[config.mk]
export PLATFORM = sky130hd
export DESIGN_NAME = imu_attitude_frame_parser_unit
export DESIGN_NICKNAME = d
export VERILOG_FILES = /design/src/rtl/iafp_pkg.sv /design/src/rtl/iafp_fifo.sv /design/src/rtl/iafp_scanner.sv /design/src/rtl/imu_attitude_frame_parser_unit.sv
export SDC_FILE = /design/constraint.sdc
export NUM_CORES = 1
export LEC_CHECK = 0
export BUFFER_PORTS_ARGS = -buffer_cell sky130_fd_sc_hd__buf_2
export CAP_MARGIN = 10
export CORE_UTILIZATION = 40
export DETAILED_ROUTE_END_ITERATION = 8
export SYNTH_ARGS = -nofsm -noshare
export SYNTH_HDL_FRONTEND = slang
export SYNTH_SLANG_ARGS = --single-unit
[constraint.sdc]
create_clock -name clk -period 8.9 [get_ports clk]
set_input_delay 0.89 -clock clk [delete_from_list [all_inputs] [get_ports clk]]
set_output_delay 0.89 -clock clk [all_outputs]
set_load 0.005 [all_outputs]
[src/rtl/iafp_pkg.sv]
// Shared types and constants for the attitude frame parser.
// No dependencies; the scanner and the top-level unit import this package.
`default_nettype none

package iafp_pkg;

	localparam int FRAME_BYTES     = 11;
	localparam int CHECK_POS       = FRAME_BYTES - 1;
	localparam int FILL_W          = 4;
	localparam int CFG_INDEX_W     = 2;
	localparam int CFG_DATA_W      = 8;
	localparam int BYTE_QUEUE_DEF  = 2;
	localparam int RESULT_QUEUE_DEF = 2;

	localparam logic [CFG_INDEX_W-1:0] REG_START_BYTE    = 2'd0;
	localparam logic [CFG_INDEX_W-1:0] REG_ATTITUDE_TYPE = 2'd1;

	localparam logic [7:0] START_BYTE_RST    = 8'h55;
	localparam logic [7:0] ATTITUDE_TYPE_RST = 8'h53;

	typedef struct packed {
		logic signed [15:0] roll;
		logic signed [15:0] pitch;
		logic signed [15:0] yaw;
	} result_t;

	localparam int RESULT_W = $bits(result_t);

	typedef struct packed {
		logic              busy;
		logic [FILL_W-1:0] fill;
	} scan_stat_t;

endpackage

`default_nettype wire

[src/rtl/iafp_fifo.sv]
// Small first-in first-out queue used on both sides of the frame scanner.
// Depends on nothing but its parameters.
`default_nettype none

module iafp_fifo #(
	parameter int WIDTH = 8,
	parameter int DEPTH = 2
) (
	input  wire logic             clk,
	input  wire logic             arst_n,
	input  wire logic             wr_en,
	input  wire logic [WIDTH-1:0] wr_data,
	output logic                  full,
	input  wire logic             rd_en,
	output logic [WIDTH-1:0]      rd_data,
	output logic                  empty
);

	localparam int PTR_W = (DEPTH > 1) ? $clog2(DEPTH) : 1;
	localparam int CNT_W = $clog2(DEPTH + 1);

	logic [WIDTH-1:0] mem_q [DEPTH];
	logic [PTR_W-1:0] wr_ptr_q;
	logic [PTR_W-1:0] rd_ptr_q;
	logic [CNT_W-1:0] count_q;
	logic             do_wr;
	logic             do_rd;

	assign full    = (count_q == CNT_W'(DEPTH));
	assign empty   = (count_q == '0);
	assign do_wr   = wr_en && !full;
	assign do_rd   = rd_en && !empty;
	assign rd_data = mem_q[rd_ptr_q];

	always_ff @(posedge clk) begin
		if (do_wr) begin
			mem_q[wr_ptr_q] <= wr_data;
		end
	end

	always_ff @(posedge clk or negedge arst_n) begin
		if (!arst_n) begin
			wr_ptr_q <= '0;
			rd_ptr_q <= '0;
			count_q  <= '0;
		end else begin
			if (do_wr) begin
				wr_ptr_q <= (wr_ptr_q == PTR_W'(DEPTH - 1)) ? '0 : wr_ptr_q + 1'b1;
			end
			if (do_rd) begin
				rd_ptr_q <= (rd_ptr_q == PTR_W'(DEPTH - 1)) ? '0 : rd_ptr_q + 1'b1;
			end
			if (do_wr && !do_rd) begin
				count_q <= count_q + 1'b1;
			end else if (do_rd && !do_wr) begin
				count_q <= count_q - 1'b1;
			end
		end
	end

endmodule

`default_nettype wire

[src/rtl/iafp_scanner.sv]
// Back end: frame store, header scan, running checksum and result emit.
// Also holds the two configuration registers. Uses iafp_pkg.
`default_nettype none

module iafp_scanner (
	input  wire logic                                clk,
	input  wire logic                                arst_n,
	input  wire logic                                in_valid,
	input  wire logic [7:0]                          in_byte,
	output logic                                     in_take,
	input  wire logic                                out_full,
	output logic                                     out_push,
	output iafp_pkg::result_t                        out_data,
	input  wire logic                                wr_en,
	input  wire logic [iafp_pkg::CFG_INDEX_W-1:0]    wr_index,
	input  wire logic [iafp_pkg::CFG_DATA_W-1:0]     wr_data,
	output iafp_pkg::scan_stat_t                     stat
);

	import iafp_pkg::*;

	localparam logic ST_IDLE = 1'b0;
	localparam logic ST_SCAN = 1'b1;

	logic              state_q;
	logic              state_nxt;
	logic [7:0]        store_q [FRAME_BYTES];
	logic [FILL_W-1:0] fill_q;
	logic [7:0]        sum_q;
	logic [7:0]        start_q;
	logic [7:0]        type_q;
	logic              load;
	logic              drop;
	logic              emit;
	logic              sum_ok;

	// sum_q tracks the low byte of the sum of stored positions below CHECK_POS
	assign sum_ok = (store_q[CHECK_POS] == sum_q);

	always_comb begin
		state_nxt = state_q;
		load      = 1'b0;
		drop      = 1'b0;
		emit      = 1'b0;
		unique case (state_q)
			ST_IDLE: begin
				if (in_valid) begin
					load      = 1'b1;
					state_nxt = ST_SCAN;
				end
			end
			ST_SCAN: begin
				if (fill_q != '0 && store_q[0] != start_q) begin
					drop = 1'b1;
				end else if (fill_q < FILL_W'(2)) begin
					state_nxt = ST_IDLE;
				end else if (store_q[1] == type_q) begin
					if (fill_q != FILL_W'(FRAME_BYTES)) begin
						state_nxt = ST_IDLE;
					end else if (sum_ok) begin
						// hold until the result queue has room
						if (!out_full) begin
							emit = 1'b1;
							drop = 1'b1;
						end
					end else begin
						drop = 1'b1;
					end
				end else begin
					drop = 1'b1;
				end
			end
			default: state_nxt = ST_IDLE;
		endcase
	end

	assign in_take  = load;
	assign out_push = emit;
	assign out_data.roll  = $signed({store_q[3], store_q[2]});
	assign out_data.pitch = $signed({store_q[5], store_q[4]});
	assign out_data.yaw   = $signed({store_q[7], store_q[6]});
	assign stat.busy = (state_q == ST_SCAN);
	assign stat.fill = fill_q;

	always_ff @(posedge clk) begin
		if (load) begin
			if (fill_q < FILL_W'(FRAME_BYTES)) begin
				store_q[fill_q] <= in_byte;
			end
		end else if (drop) begin
			for (int i = 0; i < FRAME_BYTES - 1; i++) begin
				store_q[i] <= store_q[i+1];
			end
		end
	end

	always_ff @(posedge clk or negedge arst_n) begin
		if (!arst_n) begin
			state_q <= ST_IDLE;
			fill_q  <= '0;
			sum_q   <= '0;
			start_q <= START_BYTE_RST;
			type_q  <= ATTITUDE_TYPE_RST;
		end else begin
			state_q <= state_nxt;
			if (load && fill_q < FILL_W'(FRAME_BYTES)) begin
				fill_q <= fill_q + 1'b1;
				if (fill_q < FILL_W'(CHECK_POS)) begin
					sum_q <= sum_q + in_byte;
				end
			end else if (drop) begin
				fill_q <= fill_q - 1'b1;
				// the checksum byte slides into the summed window on a full store
				sum_q  <= sum_q - store_q[0] +
					((fill_q == FILL_W'(FRAME_BYTES)) ? store_q[CHECK_POS] : 8'd0);
			end
			if (wr_en) begin
				unique case (wr_index)
					REG_START_BYTE:    start_q <= wr_data;
					REG_ATTITUDE_TYPE: type_q  <= wr_data;
					default: ;
				endcase
			end
		end
	end

endmodule

`default_nettype wire

[src/rtl/imu_attitude_frame_parser_unit.sv]
// Attitude frame parser: byte queue -> frame scanner -> result queue.
// Path: the closing byte is registered in the byte queue, then in the frame store, and a result
// is then registered in the result queue. The scanner takes a new byte only when idle, once
// the scan of the last byte ends; a scan drops up to 11 bytes, shifting the store one byte per cycle.
// Reset: arst_n clears queues, fill count, checksum and state, and loads register
// defaults; the frame store contents are not cleared.
`default_nettype none

module imu_attitude_frame_parser_unit #(
	parameter int BYTE_QUEUE_DEPTH   = iafp_pkg::BYTE_QUEUE_DEF,
	parameter int RESULT_QUEUE_DEPTH = iafp_pkg::RESULT_QUEUE_DEF
) (
	input  wire logic                              clk,
	input  wire logic                              arst_n,
	input  wire logic                              push,
	output logic                                   full,
	input  wire logic [7:0]                        rx_byte,
	output logic                                   empty,
	input  wire logic                              pop,
	output logic signed [15:0]                     roll_angle,
	output logic signed [15:0]                     pitch_angle,
	output logic signed [15:0]                     yaw_angle,
	input  wire logic                              wr_en,
	input  wire logic [iafp_pkg::CFG_INDEX_W-1:0]  wr_index,
	input  wire logic [iafp_pkg::CFG_DATA_W-1:0]   wr_data
);

	import iafp_pkg::*;

	logic       byte_empty;
	logic [7:0] byte_data;
	logic       byte_take;
	logic       res_full;
	logic       res_push;
	result_t    res_in;
	result_t    res_out;
	scan_stat_t stat;

	iafp_fifo #(
		.WIDTH (8),
		.DEPTH (BYTE_QUEUE_DEPTH)
	) u_byte_queue (
		.clk     (clk),
		.arst_n  (arst_n),
		.wr_en   (push),
		.wr_data (rx_byte),
		.full    (full),
		.rd_en   (byte_take),
		.rd_data (byte_data),
		.empty   (byte_empty)
	);

	iafp_scanner u_scanner (
		.clk      (clk),
		.arst_n   (arst_n),
		.in_valid (!byte_empty),
		.in_byte  (byte_data),
		.in_take  (byte_take),
		.out_full (res_full),
		.out_push (res_push),
		.out_data (res_in),
		.wr_en    (wr_en),
		.wr_index (wr_index),
		.wr_data  (wr_data),
		.stat     (stat)
	);

	iafp_fifo #(
		.WIDTH (RESULT_W),
		.DEPTH (RESULT_QUEUE_DEPTH)
	) u_result_queue (
		.clk     (clk),
		.arst_n  (arst_n),
		.wr_en   (res_push),
		.wr_data (res_in),
		.full    (res_full),
		.rd_en   (pop),
		.rd_data (res_out),
		.empty   (empty)
	);

	assign roll_angle  = res_out.roll;
	assign pitch_angle = res_out.pitch;
	assign yaw_angle   = res_out.yaw;

	a_fill_bound: assert property (@(posedge clk) disable iff (!arst_n)
		stat.fill <= FILL_W'(FRAME_BYTES))
		else $error("frame store fill beyond frame length");

	a_idle_room: assert property (@(posedge clk) disable iff (!arst_n)
		!stat.busy |-> stat.fill < FILL_W'(FRAME_BYTES))
		else $error("scanner idle with a full frame store");

	a_push_room: assert property (@(posedge clk) disable iff (!arst_n)
		res_push |-> !res_full)
		else $error("result request while result queue full");

	a_take_valid: assert property (@(posedge clk) disable iff (!arst_n)
		byte_take |-> !byte_empty && !stat.busy)
		else $error("byte request taken from empty queue or during scan");

endmodule

`default_nettype wire
## After elaboration in Yosys (flattened, before gate mapping)

Memory sizes are Yosys's and may differ from the RTL's.
Cells that the tools add are included.

| operators by class | value |
|---|---|
| mux-type cells | 47 |
| $add $sub $neg | 13 |
| bitwise logic cells | 1 |
| reductions and logical operators | 29 |
| equality and inequality tests | 9 |
| magnitude comparators | 3 |

Operator list:

| operator | number |
|---|---|
| $mux W8 | 5 |
| $mux W1 | 34 |
| $add A8 B8 Y8 | 2 |
| $eq A8 B8 Y1 | 2 |
| $mux W4 | 3 |
| $logic_and A1 B1 Y1 | 10 |
| $logic_not A1 Y1 | 8 |
| $lt A4 B4 Y1 const B | 2 |
| $mux W2 | 4 |
| $ne A8 B8 Y1 | 1 |
| $reduce_or A8 Y1 | 1 |
| $sub A8 B8 Y8 | 1 |
| $logic_not A2 Y1 | 3 |
| $reduce_and A2 Y1 | 3 |
| $reduce_bool A2 Y1 | 3 |
| $add A1 B1 Y1 const B | 4 |
| $add A2 B1 Y2 const B | 2 |
| $add A4 B1 Y4 const B | 1 |
| $eq A2 B2 Y1 const B | 2 |
| $eq A4 B4 Y1 const B | 1 |
| $lt A4 B2 Y1 const B | 1 |
| $ne A4 B4 Y1 const B | 1 |
| $reduce_bool A4 Y1 | 1 |
| $sub A2 B1 Y2 const B | 2 |
| 5 further kinds | 5 |

| storage, ports and cells | value |
|---|---|
| word-level logic and storage cells | 116 |
| memories | 3 |
| register bits | 37 |
| bits in writable memories | 200 |

Memories:

| memory | depth | bits a word | rd ports | clocked after memory_dff | write ports | RTL line | text |
|---|---|---|---|---|---|---|---|
| u_result_queue.mem_q | 2 | 48 | 1 | 0 | 1 | iafp_fifo.sv:22 | `logic [WIDTH-1:0] mem_q [DEPTH];` |
| u_scanner.store_q | 11 | 8 | 11 | 0 | 10 | iafp_scanner.sv:27 | `logic [7:0] store_q [FRAME_BYTES];` |
| u_byte_queue.mem_q | 2 | 8 | 1 | 0 | 1 | iafp_fifo.sv:22 |  |

## Logic depth before layout (Yosys ltp)

Gate-level depths: netlist (run 1).

| depth | value |
|---|---|
| word-level depth | 13 |
| mapped depth | 13 |

## Hierarchy

A second synthesis (run 1) with hierarchy kept.

| second synthesis, totals | value |
|---|---|
| cells, all modules | 736 |
| area total of the unflattened synthesis | 10433.8 sq um |

Modules (own cells, without submodules):

| module | times used | area each (sq um) | seq. area each (sq um) | cells each |
|---|---|---|---|---|
| iafp_scanner | 1 | 5941.9 | 3378.2 | 523 |
| iafp_fifo (u_result_queue) | 1 | 3706.1 | 2982.9 | 168 |
| iafp_fifo (u_byte_queue) | 1 | 782.0 | 580.6 | 44 |
| imu_attitude_frame_parser_unit | 1 | 3.8 | 0.0 | 1 |

## Worst setup path after synthesis (run 1)

Ideal clock, no wire load.

| timing | value |
|---|---|
| kind | flip-flop to flip-flop |
| start | register u_scanner.fill_q[0] |
| end | memory u_result_queue.mem_q[0][0] (netlist name), enable pin |
| cell stages (with the launch flop) | 6 |
| arrival time | 5.984 ns |
| setup slack | 2.343 ns |
| required time | 8.327 ns |
| path buffers | 2 |
| setup time | 0.573 ns |
| cells stage by stage | dfrtp_1 -> or2_1 -> o32a_1 -> buf_2 -> buf_1 -> nor4_1 |

| on the way | value |
|---|---|
| cells in the longest elaborated chain, start to end | 9 |
| elaborated cells on any way between the ends | 12 |
| those cells by class | 1 x order compare; 1 x eq/ne; 7 x mux; 3 x reduce/logical |

RTL lines:

| element | RTL line | text |
|---|---|---|
| start, declared | iafp_scanner.sv:28 | `logic [FILL_W-1:0] fill_q;` |
| start signal, assigned | iafp_scanner.sv:107 | `fill_q <= fill_q + 1'b1;` |
| start signal, assigned | iafp_scanner.sv:112 | `fill_q <= fill_q - 1'b1;` |
| $ne A4 B4 Y1 | iafp_scanner.sv:58 | `if (fill_q != FILL_W'(FRAME_BYTES)) begin` |
| $mux W1 | iafp_scanner.sv:58 |  |
| $mux W1 | iafp_scanner.sv:57 | `end else if (store_q[1] == type_q) begin` |
| $mux W1 | iafp_scanner.sv:55 | `end else if (fill_q < FILL_W'(2)) begin` |
| $mux W1 (*) | iafp_scanner.sv:53 | `if (fill_q != '0 && store_q[0] != start_q) begin` |
| $mux W1 (*) | iafp_scanner.sv:45 | `unique case (state_q)` |
| $logic_and A1 B1 Y1 (*) | iafp_fifo.sv:31 | `assign do_wr = wr_en && !full;` |
| $mux W1 (*) | iafp_fifo.sv:36 | `if (do_wr) begin` |
| $mux W1 (not written as such) (*) | iafp_fifo.sv:37 | `mem_q[wr_ptr_q] <= wr_data;` |
| end, declared | iafp_fifo.sv:22 |  |

Every way passes the cells marked *; elsewhere a longest branch is shown, timed or not.

==> out/summary.txt, run 1 <==
nets = 820
Hold Buf Count CTS = 0
fin crit share = 39.0%
CTS clk-pin slew, worst paths = 0.06 ns
Fmax = 288 MHz
synthesized cell area = 10,600 sq um
Final Skew = 0.00970 ns
vias in the first global route = 5,942
first-pass iteration count of the detailed router = 6
TritonCTS clock tree = yes
Die X-Extent = 165 microns
clk buf depth = 3
RSZ-0062 raised after global routing = false
Root Buffer = clkbuf_16
Avg Inst Size Synth = 15.4 sq um
Max VDD drop = 0.229 mV
CP required = 9.07 ns
Max Slew Vio Count = 0
Async S/R FF share, synth = 15.6%
min-delay worst type = reg -> reg
GRT overflow = 0
via total after detailed routing = 5,851
post-DR wirelength/cell = 20.0 microns
sequential share of the synthesized area = 65.7%
worst-margin pin slew = 1.17 ns
final antenna-violating net count = 0
H-tree levels = 1
min setup slack post-route = 5.43 ns
Post-CTS Setup Inserts = 0
Distinct cells, synth = 59
synthesized instance count = 687
initial antenna violation count = 0
status = completed
Synth warnings = 0
gpl congestion = 0.864
largest net degree at the start of global routing = 77
Setup TNS = 0 ns
total CTS buffers = 26
Relative slew margins = 21.7%
MaxCap Viol Count = 0
Post-Route WL = 22.5 mm
Sink Count = 237
vias per cell = 5.21
cell leakage power = 4.35 nW
I/O pin count = 73
Die ar. = 27,100 sq um
path type of the worst setup path = reg -> reg
prevailing post-synth register cell = edfxtp_1
Worst setup EP type = register
CP arrival = 3.64 ns
die height = 165 microns
Crit Path Max Fanout = 76
Post-Syn Nets = 738
EDFF count, synth = 200
number of remaining DRC errors = 0
initial core utilization = 40.6%
number of I/O port buffers = 72
core area = 26,000 sq um
Period minus WS final = 3.47 ns
total track usage = 17.0%
Setup WS pre-CTS = 5.47 ns
synthesized flop and latch total = 237
# fillers = 2,279
layout cells sized above 1 = 27.9%
DRT iter0 DRCs = 322
Antenna Cells = 0
Post-DP HPWL = 15.4 mm
Startpoint Class = register
final count of negative-setup-slack endpoints = 0
first-pass GRT wire length = 34.7 mm
clock latency on the worst-skew pair = 0.53 ns
P&R area growth vs syn = 13.6%
Resized cells post-CTS = 0
hold violation count in the final report = 0
Cell Pwr Density = 373 nW/um^2
Rows = 59
state kept, by name, indices dropped and copies added (netlist names):
signal                   count
u_result_queue.mem_q        96
u_scanner.store_q           88
u_byte_queue.mem_q          16
u_scanner.start_q            8
u_scanner.sum_q              8
u_scanner.type_q             8
u_scanner.fill_q             4
u_byte_queue.count_q         2
u_result_queue.count_q       2
u_byte_queue.rd_ptr_q        1
u_byte_queue.wr_ptr_q        1
u_result_queue.rd_ptr_q      1
u_result_queue.wr_ptr_q      1
u_scanner.state_q            1
where the power goes:
group	total, mW	internal, mW	switching, mW
clock network	1.01	0.577	0.435
logic	1.54	0.722	0.815
registers	1.93	1.66	0.269
cells in the final DEF (no fill, tap or decap), types with 8 or more instances in the layout:
master | netlist | layout
xor2_1 | 27 | 27
nand2_1 | 17 | 17
o21a_1 | 82 | 82
dfstp_2 | 8 | 8
nor2_1 | 30 | 30
xnor2_1 | 20 | 20
ha_1 | 19 | 19
o21ai_0 | 11 | 11
fa_1 | 9 | 9
a21oi_1 | 17 | 17
clkbuf_16 | 0 | 26
o21ai_1 | 11 | 11
mux2i_1 | 8 | 8
buf_2 | 2 | 72
edfxtp_1 | 200 | 200
mux2_2 | 76 | 76
dfrtp_1 | 29 | 28
inv_1 | 30 | 30
worst paths after layout:
check / depth (start not counted) / from / end / slack (ns)
setup / recovery: 7 / u_scanner.type_q[1]$_DFFE_PN1P_ / u_scanner.store_q[2][4]$_DFFE_PP_ / 5.43
hold / removal: 0 / u_scanner.store_q[5][7]$_DFFE_PP_ / u_result_queue.mem_q[1][31]$_DFFE_PP_ / 0.49
setup reg to reg: 7 / u_scanner.type_q[1]$_DFFE_PN1P_ / u_scanner.store_q[2][4]$_DFFE_PP_ / 5.43
hold reg to reg: 0 / u_scanner.store_q[5][7]$_DFFE_PP_ / u_result_queue.mem_q[1][31]$_DFFE_PP_ / 0.49
max in group asynchronous: 1 / arst_n / u_result_queue.rd_ptr_q$_DFFE_PN0P_ / 7.74
min in group asynchronous: 1 / arst_n / u_scanner.start_q[3]$_DFFE_PN0P_ / 0.50
cells in the mapped netlist (4+ instances only):
cell | n | area share [%]
edfxtp_1 | 200 | 57
o21a_1 | 82 | 5.8
mux2_2 | 76 | 8.1
inv_1 | 30 | 1.1
nor2_1 | 30 | 1.1
dfrtp_1 | 29 | 6.9
xor2_1 | 27 | 2.2
xnor2_1 | 20 | 1.7
ha_1 | 19 | 2.3
a21oi_1 | 17 | 0.81
nand2_1 | 17 | 0.60
o21ai_0 | 11 | 0.52
o21ai_1 | 11 | 0.52
fa_1 | 9 | 1.7
buf_8 | 8 | 1.1
dfstp_2 | 8 | 2.0
mux2i_1 | 8 | 0.76
a21oi_2 | 7 | 0.58
nand3_1 | 7 | 0.33
buf_1 | 6 | 0.21
nand2b_1 | 6 | 0.36
nor3_1 | 4 | 0.19
logic make-up after synthesis:
kind of cell             share of synthesized area [%]
flip-flops                                        65.7
AO/OA/AOI/OAI                                     10.3
AND/OR/NAND/NOR                                   4.36
multiplexers                                      8.86
buffers and inverters                             2.94
XOR/XNOR                                          3.90
adder cells (fa/ha/maj)                           3.96
layout make-up:
type | instances | area, sq um | share of cell area [%]
Sequential cell | 237 | 6940 | 57.9
Multi-Input combinational cell | 397 | 3320 | 27.7
Clock buffer | 30 | 676 | 5.63
Tap cell | 335 | 419 | 3.49
Timing Repair Buffer | 76 | 388 | 3.23
Clock inverter | 18 | 136 | 1.14
Inverter | 31 | 116 | 0.970
worst max-delay path, cell delays in order, from the launching register on:
cell,delay (ns)
dfstp_2,0.54
xor2_1,0.10
nor4_4,0.37
nand4_2,0.25
o21a_4,0.28
o21ai_4,0.38
buf_4,0.66
o21ai_1,0.47
stage by stage:
step	std cells	utilization (%)	power (mW)	hold WS [ns]	cell area, sq um
final	1124	46.2	4.48	0.488	12000
after global routing	1124	46.2	4.75	0.507	12000
after CTS	1123	46.1	4.52	0.488	12000
after detailed placement	1075	43.0	3.48	0.473	11200
after global placement	1075	43.0	3.43	0.477	11200
after floorplan	687	-	3.03	0.446	10600
metal layers:
layer | GRT usage (%) | part of all wire, %
met5 | 0 | 0
met4 | 4.71 | 2.8
met1 | 23.0 | 45
met3 | 2.89 | 4.7
met2 | 28.3 | 48
Note: power is estimated with default switching activity, not from simulation.
==> inputs of run 2 (changes only) <==
Clock period 8.9 ns to 2.84 ns, I/O delays scaled along.
==> out/summary.txt, run 2 (synthesis results as in run 1) <==
hold violation count in the final report = 0 (unchanged)
CP required = 3.25 ns (was 9.07 ns)
Post-Route WL = 22.3 mm (was 22.5 mm)
Cell Chain, Critical Path = and4b_2, nand2_1, fa_2, inv_2, ha_4, a211oi_2, o21bai_1, o22ai_2, xnor2_1, mux2i_1, mux2_2 (was xor2_1, nor4_4, nand4_2, o21a_4, o21ai_4, buf_4, o21ai_1)
Finished Cell Area = 12,600 sq um (was 12,000 sq um)
GRT overflow = 0 (unchanged)
commonest non-fill, non-tap cell in the layout = edfxtp_1 (unchanged)
Fmax = 366 MHz (was 288 MHz)
RR Startpoint = u_scanner.fill_q[2]$_DFFE_PN0P_ (was u_scanner.type_q[1]$_DFFE_PN1P_)
number of remaining DRC errors = 0 (unchanged)
min-delay worst type = in -> reg (was reg -> reg)
Hold Path End = u_scanner.type_q[6]$_DFFE_PN1P_ (was u_result_queue.mem_q[1][31]$_DFFE_PP_)
clk buf depth = 3 (unchanged)
Sw Ratio = 32.6% (was 33.9%)
FF-to-FF path depth = 11 (was 7)
initial antenna violation count = 0 (unchanged)
Period minus WS final = 2.73 ns (was 3.47 ns)
Cell Pwr Density = 1160 nW/um^2 (was 373 nW/um^2)
Hold Path Stages = 2 (was 0)
Crit Path Max Fanout = 5 (was 76)
status = completed (unchanged)
clock share of power = 23.0% (was 22.6%)
Net Switching = 4.76 mW (was 1.52 mW)
max FFs per register = 96 (unchanged)
Gate power share = 36.0% (was 34.3%)
DRT iter0 DRCs = 370 (was 322)
family with the most delay on the worst path = adder cells (was compound AO/OA/AOI/OAI gates)
P&R area growth vs syn = 19.4% (was 13.6%)
cell depth of the worst setup path = 11 (was 7)
clock latency on the worst-skew pair = 0.53 ns (about the same)
CP bufs+invs = 1 (unchanged)
final count of negative-setup-slack endpoints = 0 (unchanged)
# fillers = 2,234 (was 2,279)
total CTS buffers = 26 (unchanged)
fin crit share = 96.1% (was 39.0%)
Final Skew = 0.0108 ns (was 0.00970 ns)
vias in the first global route = 6,392 (was 5,942)
die height = 165 microns (unchanged)
RSZ-0062 raised after global routing = false (unchanged)
Setup WS pre-CTS = 0.0105 ns (was 5.47 ns)
Startpoint Class = register (unchanged)
via total after detailed routing = 6,071 (was 5,851)
r2r setup slk = 0.11 ns (was 5.43 ns)
layout cells sized above 1 = 31.8% (was 27.9%)
Post-DP HPWL = 15.3 mm (was 15.4 mm)
Root Buffer = clkbuf_16 (unchanged)
Die X-Extent = 165 microns (unchanged)
hold wc startpoint = wr_data[6] (was u_scanner.store_q[5][7]$_DFFE_PP_)
cell-internal power = 9.85 mW (was 2.96 mW)
path type of the worst setup path = reg -> reg (unchanged)
first-pass iteration count of the detailed router = 5 (was 6)
Sink Count = 237 (unchanged)
H-tree levels = 1 (unchanged)
Relative slew margins = 41.5% (was 21.7%)
vias per cell = 5.16 (was 5.21)
Max VDD drop = 0.711 mV (was 0.229 mV)
slowest CP cell = fa_2 (was buf_4)
gpl congestion = 0.858 (was 0.864)
Post-CTS Setup Inserts = 0 (unchanged)
Largest regs = u_result_queue.mem_q x96, u_scanner.store_q x88, u_byte_queue.mem_q x16 (unchanged)
largest net degree at the start of global routing = 49 (was 77)
power share of the sequential group = 41.0% (was 43.0%)
reg2reg end = u_scanner.sum_q[7]$_DFFE_PN0P_ (was u_scanner.store_q[2][4]$_DFFE_PP_)
CTS clk-pin slew, worst paths = 0.05 ns (was 0.06 ns)
Max Slew Vio Count = 0 (unchanged)
number of I/O port buffers = 72 (unchanged)
Top reg by flops = u_result_queue.mem_q (unchanged)
Rows = 59 (unchanged)
worst-margin pin slew = 0.878 ns (was 1.17 ns)
initial core utilization = 40.6% (unchanged)
dpl cell area = 11,600 sq um (was 11,200 sq um)
I/O pin count = 73 (unchanged)
Antenna Cells = 0 (unchanged)
core area = 26,000 sq um (unchanged)
Worst setup EP type = register (unchanged)
slowest stage delay, CP = 0.58 ns (was 0.66 ns)
first-pass GRT wire length = 34.5 mm (was 34.7 mm)
most frequent cells in the layout = edfxtp_1, o21a_1, mux2_2 (unchanged)
CP arrival = 3.14 ns (was 3.64 ns)
min setup slack post-route = 0.111 ns (was 5.43 ns)
nets = 873 (was 820)
cell leakage power = 4.63 nW (was 4.35 nW)
Die ar. = 27,100 sq um (unchanged)
MaxCap Viol Count = 0 (unchanged)
final antenna-violating net count = 0 (unchanged)
post-DR wirelength/cell = 18.9 microns (was 20.0 microns)
total track usage = 16.7% (was 17.0%)
TritonCTS clock tree = yes (unchanged)
-- run 2: cell count changes in the layout (fill, tap and decap cells not counted), sizes merged --
cell / delta
buf: +41
bufinv: +3
clkbuf: +3
clkinv: -5
clkinvlp: -1
dlygate4sd3: +13
inv: -1
-- run 2: power by group through the flow --
| stage | Clock [mW] | Sequential [mW] | Combinational [mW] |
|---|---|---|---|
| 6_report | 3.36 | 6.00 | 5.25 |
| 5_1_grt | 3.57 | 6.11 | 5.81 |
| 4_1_cts | 3.44 | 6.00 | 5.13 |
| 3_5_place_dp | 0 | 6.05 | 5.07 |
| 3_3_place_gp | 0 | 6.02 | 4.91 |
| 2_1_floorplan | 0 | 5.67 | 3.90 |
-- run 2: how the worst max path moves through the flow --
stage                                          from                                    to  slack (ns)
floorplan           u_scanner.type_q[4]$_DFFE_PN1P_  u_result_queue.mem_q[0][0]$_DFFE_PP_       -0.40
global placement    u_scanner.fill_q[2]$_DFFE_PN0P_        u_scanner.sum_q[7]$_DFFE_PN0P_        0.07
detailed placement  u_scanner.fill_q[2]$_DFFE_PN0P_        u_scanner.sum_q[7]$_DFFE_PN0P_        0.01
CTS                 u_scanner.fill_q[2]$_DFFE_PN0P_        u_scanner.sum_q[7]$_DFFE_PN0P_        0.01
global route        u_scanner.fill_q[2]$_DFFE_PN0P_        u_scanner.sum_q[7]$_DFFE_PN0P_       0.006
finish              u_scanner.fill_q[2]$_DFFE_PN0P_        u_scanner.sum_q[7]$_DFFE_PN0P_        0.11
-- run 2: metrics by stage --
| stage | cells | hold WS [ns] | setup TNS [ns] | power [mW] | utilization [%] |
|---|---|---|---|---|---|
| 2_1_floorplan | 687 | -0.0116 | -19.16 | 9.57 | - |
| 3_3_place_gp | 1116 | 0.448 | 0 | 10.9 | 44.5 |
| 3_5_place_dp | 1116 | 0.462 | 0 | 11.1 | 44.5 |
| 4_1_cts | 1176 | 0.0000814 | 0 | 14.6 | 48.3 |
| 5_1_grt | 1177 | 0.00352 | 0 | 15.5 | 48.5 |
| 6_report | 1177 | 0.0208 | 0 | 14.6 | 48.5 |
-- run 2: area by class of cell --
class	instances	area [sq um]	area share, %
Timing Repair Buffer	129	862	6.84
Tap cell	335	419	3.32
Multi-Input combinational cell	397	3410	27.0
Clock inverter	14	176	1.40
Inverter	31	116	0.923
Sequential cell	237	6950	55.1
Clock buffer	34	681	5.40
-- run 2: repair_timing --
action	CTS	global route
gates resized for setup	1	9
endpoints found under the hold margin	51	1
hold buffers	12	1
setup endpoints to repair	1	2
pin swaps	0	5
-- run 2: routing by layer --
metal  wire length, microns  up-vias  GRT usage, %
met5                      0        -             0
met4                    694        0          5.92
met3                   1160       43          3.34
met2                  10600      168          27.8
met1                   9780     3022          21.8
li1                       -     2838             -
==> inputs of run 3 (changes only) <==
Settings changed: CORE_ASPECT_RATIO from default to 1.75, CORE_MARGIN from default to 2.
==> out/summary.txt, run 3 (synthesis results as in run 1) <==
CP bufs+invs = 1 (unchanged)
Top reg by flops = u_result_queue.mem_q (unchanged)
number of I/O port buffers = 72 (unchanged)
Max VDD drop = 0.941 mV (was 0.711 mV)
power share of the sequential group = 41.1% (was 41.0%)
Cell Pwr Density = 1160 nW/um^2 (about the same)
Design Power = 14.5 mW (was 14.6 mW)
Fmax = 364 MHz (was 366 MHz)
H-tree levels = 1 (unchanged)
reg2reg end = u_scanner.sum_q[7]$_DFFE_PN0P_ (unchanged)
RSZ-0062 raised after global routing = true (was false)
Period minus WS final = 2.75 ns (was 2.73 ns)
fin crit share = 96.9% (was 96.1%)
Sw Ratio = 33.3% (was 32.6%)
slowest stage delay, CP = 0.56 ns (was 0.58 ns)
initial antenna violation count = 0 (unchanged)
r2r setup slk = 0.09 ns (was 0.11 ns)
Net Switching = 4.84 mW (was 4.76 mW)
min-delay worst type = in -> reg (unchanged)
Relative slew margins = 39.8% (was 41.5%)
clock latency on the worst-skew pair = 0.51 ns (was 0.53 ns)
final instance count without filler cells = 1,156 (was 1,177)
dpl cell area = 11,600 sq um (about the same)
CP required = 3.24 ns (was 3.25 ns)
post-DR wirelength/cell = 20.4 microns (was 18.9 microns)
CP arrival = 3.15 ns (was 3.14 ns)
total CTS buffers = 22 (was 26)
P&R area growth vs syn = 18.3% (was 19.4%)
min setup slack post-route = 0.0892 ns (was 0.111 ns)
Die X-Extent = 127 microns (was 165 microns)
commonest non-fill, non-tap cell in the layout = edfxtp_1 (unchanged)
Cell Chain, Critical Path = and4b_2, nand2_1, fa_1, inv_2, ha_4, a211oi_2, o21bai_1, o22ai_1, xnor2_1, mux2i_1, mux2_2 (was and4b_2, nand2_1, fa_2, inv_2, ha_4, a211oi_2, o21bai_1, o22ai_2, xnor2_1, mux2i_1, mux2_2)
Worst setup EP type = register (unchanged)
total track usage = 17.2% (was 16.7%)
Finished Cell Area = 12,500 sq um (was 12,600 sq um)
worst-margin pin slew = 0.903 ns (was 0.878 ns)
Rows = 78 (was 59)
I/O pin count = 73 (unchanged)
launch point of the worst path = u_scanner.fill_q[2]$_DFFE_PN0P_ (unchanged)
Startpoint Class = register (unchanged)
number of remaining DRC errors = 0 (unchanged)
gpl congestion = 0.865 (was 0.858)
via total after detailed routing = 6,015 (was 6,071)
clk buf depth = 3 (unchanged)
family with the most delay on the worst path = adder cells (unchanged)
vias per cell = 5.20 (was 5.16)
Antenna Cells = 0 (unchanged)
RR Startpoint = u_scanner.fill_q[2]$_DFFE_PN0P_ (unchanged)
Setup WS pre-CTS = -0.0419 ns (was 0.0105 ns)
Final Skew = 0.0113 ns (was 0.0108 ns)
final count of negative-setup-slack endpoints = 0 (unchanged)
largest net degree at the start of global routing = 49 (unchanged)
Placed Cells = 1,103 (was 1,116)
first-pass iteration count of the detailed router = 4 (was 5)
CTS clk-pin slew, worst paths = 0.07 ns (was 0.05 ns)
path type of the worst setup path = reg -> reg (unchanged)
Post-Route WL = 23.6 mm (was 22.3 mm)
TritonCTS clock tree = yes (unchanged)
MaxCap Viol Count = 0 (unchanged)
initial core utilization = 40.7% (was 40.6%)
status = completed (unchanged)
DRT iter0 DRCs = 394 (was 370)
layout cells sized above 1 = 32.8% (was 31.8%)
die height = 219 microns (was 165 microns)
final hold slack = 0.0170 ns (was 0.0208 ns)
clock share of power = 20.6% (was 23.0%)
Gate power share = 38.3% (was 36.0%)
hold violation count in the final report = 0 (unchanged)
max FFs per register = 96 (unchanged)
core area = 26,000 sq um (about the same)
most frequent cells in the layout = edfxtp_1, o21a_1, mux2_2 (unchanged)
Crit Path Max Fanout = 5 (unchanged)
Largest regs = u_result_queue.mem_q x96, u_scanner.store_q x88, u_byte_queue.mem_q x16 (unchanged)
Sink Count = 237 (unchanged)
FF-to-FF path depth = 11 (unchanged)
nets = 871 (was 873)
Setup TNS = 0 ns (unchanged)
cell depth of the worst setup path = 11 (unchanged)
slowest CP cell = fa_1 (was fa_2)
Root Buffer = clkbuf_16 (unchanged)
Max Slew Vio Count = 0 (unchanged)
cell-internal power = 9.69 mW (was 9.85 mW)
cell leakage power = 4.59 nW (was 4.63 nW)
final antenna-violating net count = 0 (unchanged)
Util after Layout = 48.1% (was 48.5%)
Post-DP HPWL = 16.9 mm (was 15.3 mm)
first-pass GRT wire length = 36.7 mm (was 34.5 mm)
Die ar. = 27,800 sq um (was 27,100 sq um)
GRT overflow = 0 (unchanged)
Hold Path Stages = 2 (unchanged)
CP Capture Point = u_scanner.sum_q[7]$_DFFE_PN0P_ (unchanged)
vias in the first global route = 6,419 (was 6,392)
[run 3: cell count changes in the layout (fill, tap and decap cells not counted), sizes merged]
| cell | previous run | this run |
|---|---|---|
| dlygate4sd3 | 13 | 9 |
| bufinv | 4 | 2 |
| buf | 116 | 122 |
| inv | 31 | 32 |
| clkinv | 9 | 6 |
| clkinvlp | 1 | 2 |
| clkbuf | 34 | 29 |
[run 3: power groups by stage]
stage / logic (mW) / clock network, mW / registers (mW)
finish: 5.56 / 3.00 / 5.97
floorplan: 3.90 / 0 / 5.67
global placement: 5.21 / 0 / 6.00
global route: 6.16 / 3.19 / 6.07
CTS: 5.38 / 3.06 / 5.99
detailed placement: 5.33 / 0 / 6.04
[run 3: final cells by class]
class	instances	area (sq um)
clock buffers	29	628
fillers	2274	13500
multi-input cells	397	3410
clock inverters	11	109
repair buffers	131	883
well taps	320	400
flip-flops and latches	237	6950
inverters	31	116
[run 3: routing by layer]
layer  share of wire, %  track usage, %
met3                3.0            1.80
met2                 56            33.9
met4                3.4            6.34
met5                  0               0
met1                 37            18.6
[run 3: what timing repair did]
| item | CTS | global route |
|---|---|---|
| gates resized for setup | 1 | 13 |
| endpoints found under the setup margin | 2 | 3 |
| hold buffers | 9 | 0 |
| setup buffers | 0 | 4 |
| pin swaps | 1 | 10 |
| hold endpoints to repair | 45 | 0 |
| cloned | 0 | 0 |
[run 3: worst register-to-register path: cells and delay by family (launching register included)]
| family | cells | cell delay (ns) |
|---|---|---|
| AND/OR/NAND/NOR | 2 | 0.44 |
| XOR/XNOR | 1 | 0.14 |
| buffers and inverters | 1 | 0.06 |
| flip-flops | 1 | 0.37 |
| multiplexers | 2 | 0.33 |
| AO/OA/AOI/OAI | 3 | 0.52 |
| adder cells (fa/ha/maj) | 2 | 0.77 |
[run 3: worst min-delay path by stage]
stage,from,end,slack (ns)
after floorplan,arst_n,u_byte_queue.count_q[0]$_DFFE_PN0P_,-0.01
after global placement,arst_n,u_scanner.start_q[1]$_DFFE_PN0P_,0.44
after detailed placement,arst_n,u_scanner.type_q[7]$_DFFE_PN0P_,0.47
after CTS,wr_data[6],u_scanner.type_q[6]$_DFFE_PN1P_,0.004
after global routing,wr_data[3],u_scanner.start_q[3]$_DFFE_PN0P_,0.02
final,wr_data[6],u_scanner.type_q[6]$_DFFE_PN1P_,0.02
